==> config.mk <==
export PLATFORM = sky130hd
export DESIGN_NAME = char_lcd_nibble_sequencer
export DESIGN_NICKNAME = d
export VERILOG_FILES = /design/src/rtl/lcdns_pkg.sv /design/src/rtl/lcdns_front.sv /design/src/rtl/lcdns_queue.sv /design/src/rtl/lcdns_back.sv /design/src/rtl/char_lcd_nibble_sequencer.sv
export SDC_FILE = /design/constraint.sdc
export NUM_CORES = 1
export LEC_CHECK = 0
export BUFFER_PORTS_ARGS = -buffer_cell sky130_fd_sc_hd__buf_2
export CAP_MARGIN = 20
export CORE_MARGIN = 10
export CORE_UTILIZATION = 55
export DETAILED_ROUTE_END_ITERATION = 8
export GPL_ROUTABILITY_DRIVEN = 0
export PLACE_DENSITY = 0.82
export SLEW_MARGIN = 20
export SYNTH_ARGS = -nofsm -noshare
export SYNTH_HDL_FRONTEND = slang
export SYNTH_HIERARCHICAL = 1
export SYNTH_SLANG_ARGS = --single-unit
export TNS_END_PERCENT = 100
==> constraint.sdc <==
create_clock -name i_clk -period 5.4 [get_ports i_clk]
set_input_delay 1.08 -clock i_clk [delete_from_list [all_inputs] [get_ports i_clk]]
set_output_delay 1.08 -clock i_clk [all_outputs]
set_load 0.05 [all_outputs]
==> src/rtl/lcdns_pkg.sv <==
// Shared types and constants for the character LCD nibble sequencer.
// Used by the front end, the request queue, the back end and the top level.
package lcdns_pkg;

    typedef enum logic [1:0] {
        OP_INIT   = 2'd0,
        OP_CMD    = 2'd1,
        OP_DATA   = 2'd2,
        OP_CURSOR = 2'd3
    } t_op;

    typedef enum logic [1:0] {
        CFG_FUNCTION_SET = 2'd0,
        CFG_DISPLAY_CTRL = 2'd1,
        CFG_ENTRY_MODE   = 2'd2
    } t_cfg_idx;

    localparam logic [7:0] FUNCTION_SET_RST = 8'h28;
    localparam logic [7:0] DISPLAY_CTRL_RST = 8'h0E;
    localparam logic [7:0] ENTRY_MODE_RST   = 8'h06;

    localparam logic [7:0] DDRAM_ROW1 = 8'h80;
    localparam logic [7:0] DDRAM_ROW2 = 8'hC0;
    localparam logic [7:0] CLEAR_CMD  = 8'h01;
    localparam logic [7:0] HOME_LAST  = 8'h03;

    localparam logic [3:0] WAKE_NIB   = 4'h3;
    localparam logic [3:0] WIDTH4_NIB = 4'h2;

    localparam logic [15:0] POWER_UP_WAIT_US   = 16'd40000;
    localparam logic [12:0] WAKE_WAIT_1_US     = 13'd5000;
    localparam logic [12:0] WAKE_WAIT_2_US     = 13'd150;
    localparam logic [12:0] CLEAR_HOME_WAIT_US = 13'd2000;

    // init: four wake nibbles, then four bytes of two nibbles each
    localparam int          INIT_XFERS = 12;
    localparam int          STEP_W     = $clog2(INIT_XFERS);
    localparam logic [STEP_W-1:0] WAKE_LAST_STEP = STEP_W'(3);
    localparam logic [STEP_W-1:0] INIT_LAST_STEP = STEP_W'(INIT_XFERS - 1);

    localparam int QDEPTH = 4;
    localparam int QPTR_W = $clog2(QDEPTH);

    // one queued request for the back end
    typedef struct packed {
        logic       is_init;
        logic       rs;
        logic [7:0] value;
    } t_desc;

    typedef struct packed {
        logic  valid;
        t_desc desc;
    } t_qhead;

    typedef struct packed {
        logic [7:0] function_set;
        logic [7:0] display_ctrl;
        logic [7:0] entry_mode;
    } t_cfg;

endpackage

==> src/rtl/lcdns_front.sv <==
// Front end: accepts requests and turns them into queue descriptors.
// Depends on lcdns_pkg. Cursor sets with an invalid row are dropped here.
module lcdns_front (
    input  logic               i_valid,
    input  logic               i_q_full,
    input  logic [1:0]         i_operation,
    input  logic [7:0]         i_byte_value,
    input  logic [1:0]         i_row,
    input  logic [4:0]         i_column,
    output logic               o_stall,
    output logic               o_push,
    output lcdns_pkg::t_desc   o_desc
);
    import lcdns_pkg::*;

    logic       accept;
    logic       keep;
    logic [7:0] offset;

    assign o_stall = i_q_full;
    assign accept  = i_valid && !i_q_full;
    // column 0 wraps to 0xFF, as the address byte is 8 bits
    assign offset  = 8'({3'b000, i_column} - 8'd1);

    always_comb begin
        keep           = 1'b1;
        o_desc.is_init = 1'b0;
        o_desc.rs      = 1'b0;
        o_desc.value   = i_byte_value;
        case (i_operation)
            OP_INIT: begin
                o_desc.is_init = 1'b1;
            end
            OP_CMD: begin
                o_desc.rs = 1'b0;
            end
            OP_DATA: begin
                o_desc.rs = 1'b1;
            end
            OP_CURSOR: begin
                if (i_row == 2'd1) begin
                    o_desc.value = DDRAM_ROW1 | offset;
                end else if (i_row == 2'd2) begin
                    o_desc.value = DDRAM_ROW2 | offset;
                end else begin
                    keep = 1'b0;
                end
            end
            default: begin
                keep = 1'b0;
            end
        endcase
    end

    assign o_push = accept && keep;

endmodule

==> src/rtl/lcdns_queue.sv <==
// Short descriptor queue between the front end and the back end.
// Depends on lcdns_pkg for the descriptor type and depth.
module lcdns_queue (
    input  logic               i_clk,
    input  logic               i_rst_n,
    input  logic               i_push,
    input  lcdns_pkg::t_desc   i_desc,
    input  logic               i_pop,
    output logic               o_full,
    output lcdns_pkg::t_qhead  o_head
);
    import lcdns_pkg::*;

    t_desc              r_mem [QDEPTH];
    logic [QPTR_W-1:0]  r_wr_ptr, n_wr_ptr;
    logic [QPTR_W-1:0]  r_rd_ptr, n_rd_ptr;
    logic [QPTR_W:0]    r_count, n_count;
    logic               do_pop;

    assign o_full      = (r_count == (QPTR_W+1)'(QDEPTH));
    assign o_head.valid = (r_count != '0);
    assign o_head.desc  = r_mem[r_rd_ptr];
    assign do_pop       = i_pop && o_head.valid;

    always_comb begin
        n_wr_ptr = r_wr_ptr;
        n_rd_ptr = r_rd_ptr;
        n_count  = r_count;
        if (i_push) begin
            n_wr_ptr = r_wr_ptr + 1'b1;
        end
        if (do_pop) begin
            n_rd_ptr = r_rd_ptr + 1'b1;
        end
        if (i_push && !do_pop) begin
            n_count = r_count + 1'b1;
        end else if (!i_push && do_pop) begin
            n_count = r_count - 1'b1;
        end
    end

    always_ff @(posedge i_clk) begin
        if (!i_rst_n) begin
            r_wr_ptr <= '0;
            r_rd_ptr <= '0;
            r_count  <= '0;
        end else begin
            r_wr_ptr <= n_wr_ptr;
            r_rd_ptr <= n_rd_ptr;
            r_count  <= n_count;
        end
    end

    always_ff @(posedge i_clk) begin
        if (i_push) begin
            r_mem[r_wr_ptr] <= i_desc;
        end
    end

endmodule

==> src/rtl/lcdns_back.sv <==
// Back end: expands the queue head into nibble transfers, one per cycle
// unless stalled, into a registered output stage. Depends on lcdns_pkg.
module lcdns_back (
    input  logic               i_clk,
    input  logic               i_rst_n,
    input  lcdns_pkg::t_qhead  i_head,
    input  lcdns_pkg::t_cfg    i_cfg,
    input  logic               i_stall,
    output logic               o_pop,
    output logic               o_valid,
    output logic               o_reg_select,
    output logic [3:0]         o_nibble,
    output logic [15:0]        o_wait_before_us,
    output logic [12:0]        o_wait_after_us,
    output logic               o_last
);
    import lcdns_pkg::*;

    logic [STEP_W-1:0] r_step;
    logic              advance;
    logic              hi_half;
    logic [1:0]        byte_sel;
    logic [7:0]        cur_byte;
    logic              xfer_rs;
    logic [3:0]        xfer_nib;
    logic [15:0]       xfer_before;
    logic [12:0]       xfer_after;
    logic              xfer_last;
    logic              clear_home;

    assign advance = !o_valid || !i_stall;
    assign hi_half = !r_step[0];
    // init bytes start at step 4: steps 4,5 -> 0, 6,7 -> 1, 8,9 -> 2, 10,11 -> 3
    assign byte_sel = 2'(r_step[2:1] + 2'd2);

    always_comb begin
        cur_byte = i_head.desc.value;
        if (i_head.desc.is_init) begin
            case (byte_sel)
                2'd0:    cur_byte = i_cfg.function_set;
                2'd1:    cur_byte = i_cfg.display_ctrl;
                2'd2:    cur_byte = CLEAR_CMD;
                default: cur_byte = i_cfg.entry_mode;
            endcase
        end
    end

    assign clear_home = !xfer_rs && !hi_half &&
                        (cur_byte >= CLEAR_CMD) && (cur_byte <= HOME_LAST);

    always_comb begin
        xfer_rs     = i_head.desc.is_init ? 1'b0 : i_head.desc.rs;
        xfer_nib    = hi_half ? cur_byte[7:4] : cur_byte[3:0];
        xfer_before = '0;
        xfer_after  = clear_home ? CLEAR_HOME_WAIT_US : '0;
        xfer_last   = r_step[0];
        if (i_head.desc.is_init) begin
            xfer_last = (r_step == INIT_LAST_STEP);
            if (r_step <= WAKE_LAST_STEP) begin
                xfer_nib   = (r_step == WAKE_LAST_STEP) ? WIDTH4_NIB : WAKE_NIB;
                xfer_after = '0;
                if (r_step == '0) begin
                    xfer_before = POWER_UP_WAIT_US;
                    xfer_after  = WAKE_WAIT_1_US;
                end else if (r_step == STEP_W'(1)) begin
                    xfer_after  = WAKE_WAIT_2_US;
                end
            end
        end
    end

    assign o_pop = advance && i_head.valid && xfer_last;

    always_ff @(posedge i_clk) begin
        if (!i_rst_n) begin
            o_valid <= 1'b0;
            r_step  <= '0;
        end else if (advance) begin
            o_valid <= i_head.valid;
            if (i_head.valid) begin
                r_step <= xfer_last ? '0 : r_step + 1'b1;
            end
        end
    end

    always_ff @(posedge i_clk) begin
        if (advance && i_head.valid) begin
            o_reg_select     <= xfer_rs;
            o_nibble         <= xfer_nib;
            o_wait_before_us <= xfer_before;
            o_wait_after_us  <= xfer_after;
            o_last           <= xfer_last;
        end
    end

endmodule

==> src/rtl/char_lcd_nibble_sequencer.sv <==
// Character LCD nibble sequencer, top level.
// Depends on lcdns_pkg, lcdns_front, lcdns_queue and lcdns_back.
//
// Request channel (i_valid / o_stall): operation, byte, row and column.
// A transfer happens at a clock edge with i_valid high and o_stall low.
// Result channel (o_valid / i_stall): one nibble transfer per item, with
// register select, waits around the enable pulse, and o_last on the final
// transfer of the request. The enable pulse itself (10 us high, 100 us
// settle) is timed by the bus driver downstream.
// Command, data and cursor requests give 2 transfers, init gives 12, and a
// cursor set with row 0 or 3 is accepted and gives none.
// A request is written into the queue, and its first transfer is then
// registered in the back end output stage; the back end emits one transfer
// per cycle unless stalled, its step counter walking the queue head.
// A 4-entry queue lets requests be taken while the back end is busy or the
// receiver stalls; o_stall rises only when that queue is full. A stalled
// result holds its value.
// Config registers (write port, always ready) may be written when idle.
// Reset clears the queue and output valid and restores the register defaults.
module char_lcd_nibble_sequencer (
    input  logic        i_clk,
    input  logic        i_rst_n,
    input  logic        i_valid,
    output logic        o_stall,
    input  logic [1:0]  i_operation,
    input  logic [7:0]  i_byte_value,
    input  logic [1:0]  i_row,
    input  logic [4:0]  i_column,
    output logic        o_valid,
    input  logic        i_stall,
    output logic        o_reg_select,
    output logic [3:0]  o_nibble,
    output logic [15:0] o_wait_before_us,
    output logic [12:0] o_wait_after_us,
    output logic        o_last,
    input  logic        i_cfg_valid,
    output logic        o_cfg_ready,
    input  logic [1:0]  i_cfg_index,
    input  logic [7:0]  i_cfg_data
);
    import lcdns_pkg::*;

    t_cfg   r_cfg;
    t_desc  front_desc;
    t_qhead q_head;
    logic   push;
    logic   pop;
    logic   q_full;

    assign o_cfg_ready = 1'b1;

    always_ff @(posedge i_clk) begin
        if (!i_rst_n) begin
            r_cfg.function_set <= FUNCTION_SET_RST;
            r_cfg.display_ctrl <= DISPLAY_CTRL_RST;
            r_cfg.entry_mode   <= ENTRY_MODE_RST;
        end else if (i_cfg_valid && o_cfg_ready) begin
            case (i_cfg_index)
                CFG_FUNCTION_SET: r_cfg.function_set <= i_cfg_data;
                CFG_DISPLAY_CTRL: r_cfg.display_ctrl <= i_cfg_data;
                CFG_ENTRY_MODE:   r_cfg.entry_mode   <= i_cfg_data;
                default: ;
            endcase
        end
    end

    lcdns_front u_front (
        .i_valid      (i_valid),
        .i_q_full     (q_full),
        .i_operation  (i_operation),
        .i_byte_value (i_byte_value),
        .i_row        (i_row),
        .i_column     (i_column),
        .o_stall      (o_stall),
        .o_push       (push),
        .o_desc       (front_desc)
    );

    lcdns_queue u_queue (
        .i_clk   (i_clk),
        .i_rst_n (i_rst_n),
        .i_push  (push),
        .i_desc  (front_desc),
        .i_pop   (pop),
        .o_full  (q_full),
        .o_head  (q_head)
    );

    lcdns_back u_back (
        .i_clk            (i_clk),
        .i_rst_n          (i_rst_n),
        .i_head           (q_head),
        .i_cfg            (r_cfg),
        .i_stall          (i_stall),
        .o_pop            (pop),
        .o_valid          (o_valid),
        .o_reg_select     (o_reg_select),
        .o_nibble         (o_nibble),
        .o_wait_before_us (o_wait_before_us),
        .o_wait_after_us  (o_wait_after_us),
        .o_last           (o_last)
    );

endmodule

==> flow_metrics.env, run 1 <==
export IMPL_outcome="finished clean"
export IMPL_critPathCaptureType="register"
export IMPL_initial_core_util_pct=57.0
export IMPL_io_pins=70
export IMPL_min_path_type="register to register"
export IMPL_synth_avg_cell_area_sq_um=12.0
export IMPL_r2r_end="u_queue/r_count[2]$_SDFFE_PN0P_"
export IMPL_core_area_sq_mm=0.00781
export IMPL_rsz0062_at_grt="false"
export IMPL_dp_hpwl_um=6160
export IMPL_cts_buffers=9
export IMPL_row_count=32
export IMPL_ys_types=66
export IMPL_synth_edff_count=52
export IMPL_routedWlPerCell_um=16.3
export IMPL_p_per_area_mw_per_mm2=461
export IMPL_p_seq_share_pct=43.2
export IMPL_synth_cells=370
export IMPL_clockBufferDepth=2
export IMPL_drc_errors=0
export IMPL_period_share_pct=66.9
export IMPL_cts_setup_buffers=0
export IMPL_synthArstFlopShare_pct=0
export IMPL_root_buffer="clkbuf_8"
export IMPL_fill_cells=640
export IMPL_die_h_um=110
export IMPL_synth_top_area_cell="edfxtp_1"
export IMPL_post_cts_resized=0
export IMPL_rrSetupSlack_ns=1.79
export IMPL_clock_sinks=90
export IMPL_critPathArrivalTime_ns=3.92
export IMPL_drive_gt1_share_pct=23.5
export IMPL_routed_wl_um=8360
export IMPL_p_int_mw=1.27
export IMPL_yosysSeqAreaShare_pct=52.2
export IMPL_yosysTopAreaCellShare_pct=35.1
export IMPL_grt_max_degree=49
export IMPL_layout_nets=451
export IMPL_required_ns=5.71
export IMPL_setup_tns_ns=0
export IMPL_cts_tree="done"
export IMPL_power_switching_share_pct=42.6
export IMPL_tightestPinTransition_ns=0.852
export IMPL_r2r_cells=11
export IMPL_maxSlewViolCount=0
export IMPL_drv_cap=0
export IMPL_ant_nets=0
export IMPL_skew_ns=0.0156
export IMPL_grt_usage_pct=14.5
export IMPL_grt_pass1_vias=2863
export IMPL_synth_seq_cells=90
export IMPL_antennaDiodeCount=0
export IMPL_dr_pass1_iters=4
export IMPL_min_to="r_cfg[8]$_SDFFE_PN0P_"
export IMPL_fmax_mhz=277
export IMPL_final_area_sq_mm=0.00479
export IMPL_drt_iter0_drc=105
export IMPL_yosys_most_used_dff="edfxtp_1"
export IMPL_cp_start_kind="register"
export IMPL_period_minus_slack_ns=3.61
export IMPL_power_frac_clock_pct=19.2
export IMPL_vias=2804
export IMPL_port_buffers=54
export IMPL_overflow=0
export IMPL_finalHoldViolations=0
export IMPL_setup_viol=0
export IMPL_final_util_pct=61.4
export IMPL_h_tree_depth=3
export IMPL_ctsHoldBuffers=0
export IMPL_path_clk_slew_ns=0.10
export IMPL_avgViaCountPerCell=5.46
export IMPL_placed_area_sq_mm=0.00461
export IMPL_yosys_warnings=6
export IMPL_clk_latency_ns=0.37
export IMPL_min_path_cells=2
export IMPL_area_delta_synth_final_pct=7.68
export IMPL_cp_max_fo=17
export IMPL_p_total_mw=2.21
export IMPL_criticalPathCategory="register to register"
export IMPL_die_w_um=110
export IMPL_ys_top_cells_by_area="edfxtp_1 35%, dfxtp_1 17%, mux2i_1 6.3%"
export IMPL_net_switching_power_mw=0.941
export IMPL_p_leak_nw=1.86
export IMPL_syn_cell_area_sq_mm=0.00445
export IMPL_irDropWorstVdd_v=0.000209
export IMPL_comb_power_share_pct=37.6
export IMPL_hp_start="r_cfg[8]$_SDFFE_PN0P_"
export IMPL_antenna_found_initial=0
export IMPL_max_slew_margin_rel_pct=43.0
export IMPL_dieArea_sq_mm=0.0121
export IMPL_grt_pass1_wl_um=13800
## worst max-delay path by stage
stage / cells past startpoint / slack [ns] / end
3_3_place_gp: 10 / 1.83 / u_queue/r_count[2]$_SDFFE_PN0P_
2_1_floorplan: 9 / 2.10 / u_queue/r_count[2]$_SDFFE_PN0P_
5_1_grt: 11 / 1.43 / u_queue/r_count[2]$_SDFFE_PN0P_
3_5_place_dp: 11 / 1.74 / u_queue/r_count[2]$_SDFFE_PN0P_
4_1_cts: 11 / 1.72 / u_queue/r_count[2]$_SDFFE_PN0P_
6_report: 11 / 1.79 / u_queue/r_count[2]$_SDFFE_PN0P_
## power by group through the flow
stage | Sequential [mW] | Combinational (mW) | Clock, mW
after detailed placement | 0.970 | 0.831 | 0
after global placement | 0.963 | 0.815 | 0
after floorplan | 1.12 | 0.553 | 0
after CTS | 0.955 | 0.832 | 0.435
final | 0.953 | 0.829 | 0.425
after global routing | 0.972 | 0.892 | 0.467
## per-stage QoR
stage | hold WS, ns | setup slack (ns) | std cells
floorplan | 0.430 | 2.10 | 383
global placement | 0.441 | 1.83 | 498
global route | 0.476 | 1.43 | 514
detailed placement | 0.452 | 1.74 | 498
finish | 0.464 | 1.79 | 514
CTS | 0.464 | 1.72 | 514
## final cells by class
cell class                 instances  area, sq um  area share (%)
tap                              102          128            2.66
clock buffer                       9          124            2.59
inverter                          16         60.1            1.25
clock inverter                     7         56.3            1.18
timing repair buffer              54          270            5.64
sequential                        90         2320            48.5
multi-input combinational        236         1830            38.2
## flip-flops by register name, indices dropped and copies added (netlist names), 2 cells and up, named ones only
signal and flops:
u_back/r_step 4, u_queue/r_rd_ptr 2, u_queue/r_wr_ptr 2, r_cfg 24, u_back/o_nibble 4, u_back/o_wait_after_us 5, u_queue/r_mem 40, u_queue/r_count 3
## cell usage in the layout (no fill, tap or decap), drive strengths merged, types with 10 or more instances in the layout
master,n
ha,11
mux4,10
inv,23
buf,54
and2,13
mux2i,28
nand2,39
dfxtp,38
o21ai,16
edfxtp,52
nor2b,16
conb,15
## critical path: stages (launching register included)
cell and delay (ns):
dfxtp_1 0.77, mux4_2 0.75, and4b_1 0.27, a21oi_2 0.23
nor2_1 0.15, o31ai_4 0.10, ha_1 0.23, inv_1 0.06
fa_1 0.37, xor2_1 0.17, or3_1 0.30, a21boi_0 0.15
## logic make-up (layout without fill, tap and decap cells)
kind of cell | Yosys count | after routing | synth area share [%]
flip-flops | 90 | 90 | 52.2
adder cells (fa/ha/maj) | 12 | 12 | 3.54
XOR/XNOR | 7 | 7 | 1.38
AO/OA/AOI/OAI | 55 | 55 | 9.51
buffers and inverters | 57 | 86 | 7.76
AND/OR/NAND/NOR | 102 | 102 | 12.2
other | 2 | 15 | 0.169
multiplexers | 45 | 45 | 13.2
## cells in the mapped netlist (2+ instances only)
library cell  instances
edfxtp_1             52
nand2_1              39
dfxtp_1              38
buf_4                29
mux2i_1              28
nor2b_1              16
o21ai_0              15
and2_1               13
inv_1                13
ha_1                 11
mux4_2               10
nor2_1                9
a21oi_1               7
buf_2                 5
xnor2_1               5
clkbuf_1              4
o211ai_1              4
a21boi_0              3
a221o_1               3
inv_2                 3
mux2_1                3
mux2_2                3
nand3_1               3
nor3b_1               3
a221oi_1              2
buf_6                 2
conb_1                2
nand2b_1              2
nor3_1                2
o21bai_1              2
o221ai_1              2
or3_1                 2
xor2_1                2
## metal layers
metal  track usage (%)  wire length, um
met1              17.5             3470
met4              5.76              149
met2              23.6             4080
met3              4.74              663
met5                 0                0
(Power assumes the default switching activity.)
==> run 2, diff against run 1 <==
--- a/config.mk
+++ b/config.mk
@@ -5,6 +5,7 @@
 export SDC_FILE = /design/constraint.sdc
 export NUM_CORES = 1
 export LEC_CHECK = 0
+export ABC_AREA = 1
 export BUFFER_PORTS_ARGS = -buffer_cell sky130_fd_sc_hd__buf_2
 export CAP_MARGIN = 20
 export CORE_MARGIN = 10
==> constraint.sdc (replaced) <==
create_clock -name i_clk -period 3.5 [get_ports i_clk]
set_input_delay 0.7 -clock i_clk [delete_from_list [all_inputs] [get_ports i_clk]]
set_output_delay 0.7 -clock i_clk [all_outputs]
set_load 0.05 [all_outputs]
==> run 2 against run 1 <==
Combinational power rose by 64%. Cell area increased by 2.0%. Sequential power is 50% higher. Wire length up 15%. Via count increased by 26%. Synthesized area is 2.5% higher. Total power rose by 54%. Largest power group unchanged. Worst setup slack got worse by 1.4 ns. Non-clock buffer count increased by 4. Sequential share of layout area shrank 0.93 points. Clock skew decreased by 0.0082 ns.
==> flow_metrics.env, run 2 <==
export IMPL_reg_largest_list="u_queue/r_mem: 40 flops, r_cfg: 24 flops, u_back/o_wait_after_us: 5 flops"
export IMPL_synth_edff_count=52
export IMPL_setup_tns_ns=0
export IMPL_largest_reg_flops=40
export IMPL_grt_pass1_wl_um=15900
export IMPL_p_leak_nw=2.25
export IMPL_dr_pass1_iters=4
export IMPL_drc_errors=0
export IMPL_p_per_area_mw_per_mm2=697
export IMPL_period_share_pct=88.6
export IMPL_cts_buffers=9
export IMPL_grt_max_degree=32
export IMPL_dieArea_sq_mm=0.0123
export IMPL_path_clk_slew_ns=0.08
export IMPL_layout_setup_ws_ns=0.399
export IMPL_antenna_found_initial=0
export IMPL_ys_top_cells_by_area="edfxtp_1 34%, dfxtp_1 17%, nand2_1 8.1%"
export IMPL_place_inst=665
export IMPL_die_h_um=111
export IMPL_period_minus_slack_ns=3.10
export IMPL_vias=3529
export IMPL_synthArstFlopShare_pct=0
export IMPL_h_tree_depth=3
export IMPL_cts_tree="done"
export IMPL_outcome="finished clean"
export IMPL_io_pins=70
export IMPL_dp_hpwl_um=6920
export IMPL_worstPathCellList="inv_2 > o21ai_1 > o22ai_1 > buf_4 > o21ai_1 > nand2_1 > inv_1 > nand2_4 > ha_1 > inv_1 > fa_1 > o21ai_0 > nor2_1"
export IMPL_antennaDiodeCount=0
export IMPL_die_w_um=111
export IMPL_maxUsedRoutingLayer="met4"
export IMPL_clock_sinks=90
export IMPL_setup_viol=0
export IMPL_overflow=0
export IMPL_port_buffers=54
export IMPL_initial_core_util_pct=56.1
export IMPL_required_ns=3.76
export IMPL_synth_cells=532
export IMPL_maxSlewViolCount=0
export IMPL_ys_types=35
export IMPL_regMostFlops="u_queue/r_mem"
export IMPL_routed_wl_um=9590
export IMPL_root_buffer="clkbuf_8"
export IMPL_crit_path_max_incr_delay_ns=0.74
export IMPL_post_cts_resized=0
export IMPL_irDropWorstVdd_v=0.000307
export IMPL_cp_max_fo=21
export IMPL_core_area_sq_mm=0.00813
export IMPL_final_cell_mix="98 x nand2_1, 75 x nor2_1, 60 x inv_1, 54 x buf_2, 52 x edfxtp_1"
export IMPL_critPathCaptureType="register"
export IMPL_clk_latency_ns=0.36
export IMPL_finalHoldViolations=0
export IMPL_rsz0062_at_grt="false"
export IMPL_fmax_mhz=322
export IMPL_critPathSlowestCell="dfxtp_1"
export IMPL_critPathArrivalTime_ns=3.36
export IMPL_final_common_cell="nand2_1"
export IMPL_grt_usage_pct=15.4
export IMPL_layout_nets=615
export IMPL_cp_start_kind="register"
export IMPL_ctsHoldBuffers=0
export IMPL_drive_gt1_share_pct=16.9
export IMPL_yosys_most_used_dff="edfxtp_1"
export IMPL_area_delta_synth_final_pct=7.08
export IMPL_routedWlPerCell_um=14.1
export IMPL_tightestPinTransition_ns=0.646
export IMPL_holdWs_ns=0.466
export IMPL_synth_seq_cells=90
export IMPL_criticalPathCategory="register to register"
export IMPL_hp_start="r_cfg[9]$_SDFFE_PN1P_"
export IMPL_yosysSeqAreaShare_pct=50.9
export IMPL_synth_avg_cell_area_sq_um=8.57
export IMPL_yosysTopAreaCellShare_pct=34.2
export IMPL_yosysMostFrequentCell="nand2_1"
export IMPL_wl_met1_um=3840
export IMPL_cp_num_buf_inv=4
export IMPL_clockBufferDepth=2
export IMPL_skew_ns=0.00739
export IMPL_drt_iter0_drc=221
export IMPL_synthTopCellsByCount="98 x nand2_1, 75 x nor2_1, 60 x inv_1"
export IMPL_post_place_ws_ns=0.480
export IMPL_synth_top_area_cell="edfxtp_1"
export IMPL_grt_pass1_vias=3487
export IMPL_syn_cell_area_sq_mm=0.00456
export IMPL_instances_no_fill=680
export IMPL_met3_length_um=729
export IMPL_avgViaCountPerCell=5.19
export IMPL_yosys_warnings=6
export IMPL_met2WireLength_um=4890
export IMPL_min_path_type="register to register"
export IMPL_cts_setup_buffers=0
export IMPL_ant_nets=0
export IMPL_critPathTopFamily="flip-flops"
export IMPL_max_slew_margin_rel_pct=56.9
export IMPL_drv_cap=0
export IMPL_fill_cells=694
export IMPL_row_count=33
==> run 2: cell count changes after synthesis, moves of 11 or more <==
| cell | previous run | this run |
|---|---|---|
| a21oi_1 | 7 | 18 |
| inv_1 | 13 | 60 |
| nor2b_1 | 16 | 0 |
| o21ai_0 | 15 | 27 |
| mux2i_1 | 28 | 0 |
| nand3_1 | 3 | 43 |
| nor2_1 | 9 | 75 |
| and2_1 | 13 | 0 |
| nand2_1 | 39 | 98 |
==> run 2: through the flow <==
step,utilization (%),area (sq um),total power [mW]
final,60.1,4880,3.40
after floorplan,-,4610,2.61
after global placement,58.1,4720,2.77
after CTS,60.1,4880,3.42
after global routing,60.1,4880,3.61
after detailed placement,58.1,4720,2.82
==> run 2: path summary, 6_finish.rpt <==
kind / to / slack, ns / cells past startpoint
setup reg to reg: u_queue/r_count[1]$_SDFFE_PN0P_ / 0.40 / 13
hold / removal: r_cfg[9]$_SDFFE_PN1P_ / 0.47 / 2
hold reg to reg: r_cfg[9]$_SDFFE_PN1P_ / 0.47 / 2
setup / recovery: u_queue/r_count[1]$_SDFFE_PN0P_ / 0.40 / 13
==> run 2: worst min-delay path, stage by stage (launching register included) <==
cell	delay (ns)
dfxtp_1	0.33
nand2_1	0.05
nand3_1	0.05
==> run 2: cell families (layout without fill, tap and decap cells) <==
kind of cell    after synthesis  after routing  synth area share [%]
compound gates               68             68                  8.28
xor+xnor                      4              4                 0.768
other cells                   2             15                 0.165
simple gates                248            248                  24.0
flops                        90             90                  50.9
fa+ha+maj                    12             12                  3.46
buf+inv                     108            138                  12.5
==> run 2: layout make-up <==
type / instances / area, sq um / share of cell area [%]
Inverter: 65 / 249 / 5.10
Clock inverter: 3 / 16.3 / 0.333
Tap cell: 105 / 131 / 2.69
Multi-Input combinational cell: 347 / 1720 / 35.2
Sequential cell: 90 / 2320 / 47.5
Clock buffer: 12 / 145 / 2.97
Timing Repair Buffer: 58 / 300 / 6.15
==> run 2: routing by layer <==
layer / global-route usage [%] / up-vias
met4: 7.97 / 0
li1: - / 1767
met5: 0 / -
met2: 26.1 / 125
met3: 4.27 / 10
met1: 17.4 / 1627
==> run 2: power by group <==
part | switching [mW] | total, mW | internal (mW)
Clock | 0.343 | 0.614 | 0.271
Sequential | 0.0951 | 1.43 | 1.34
Combinational | 1.04 | 1.36 | 0.322
Total | 1.47 | 3.40 | 1.93
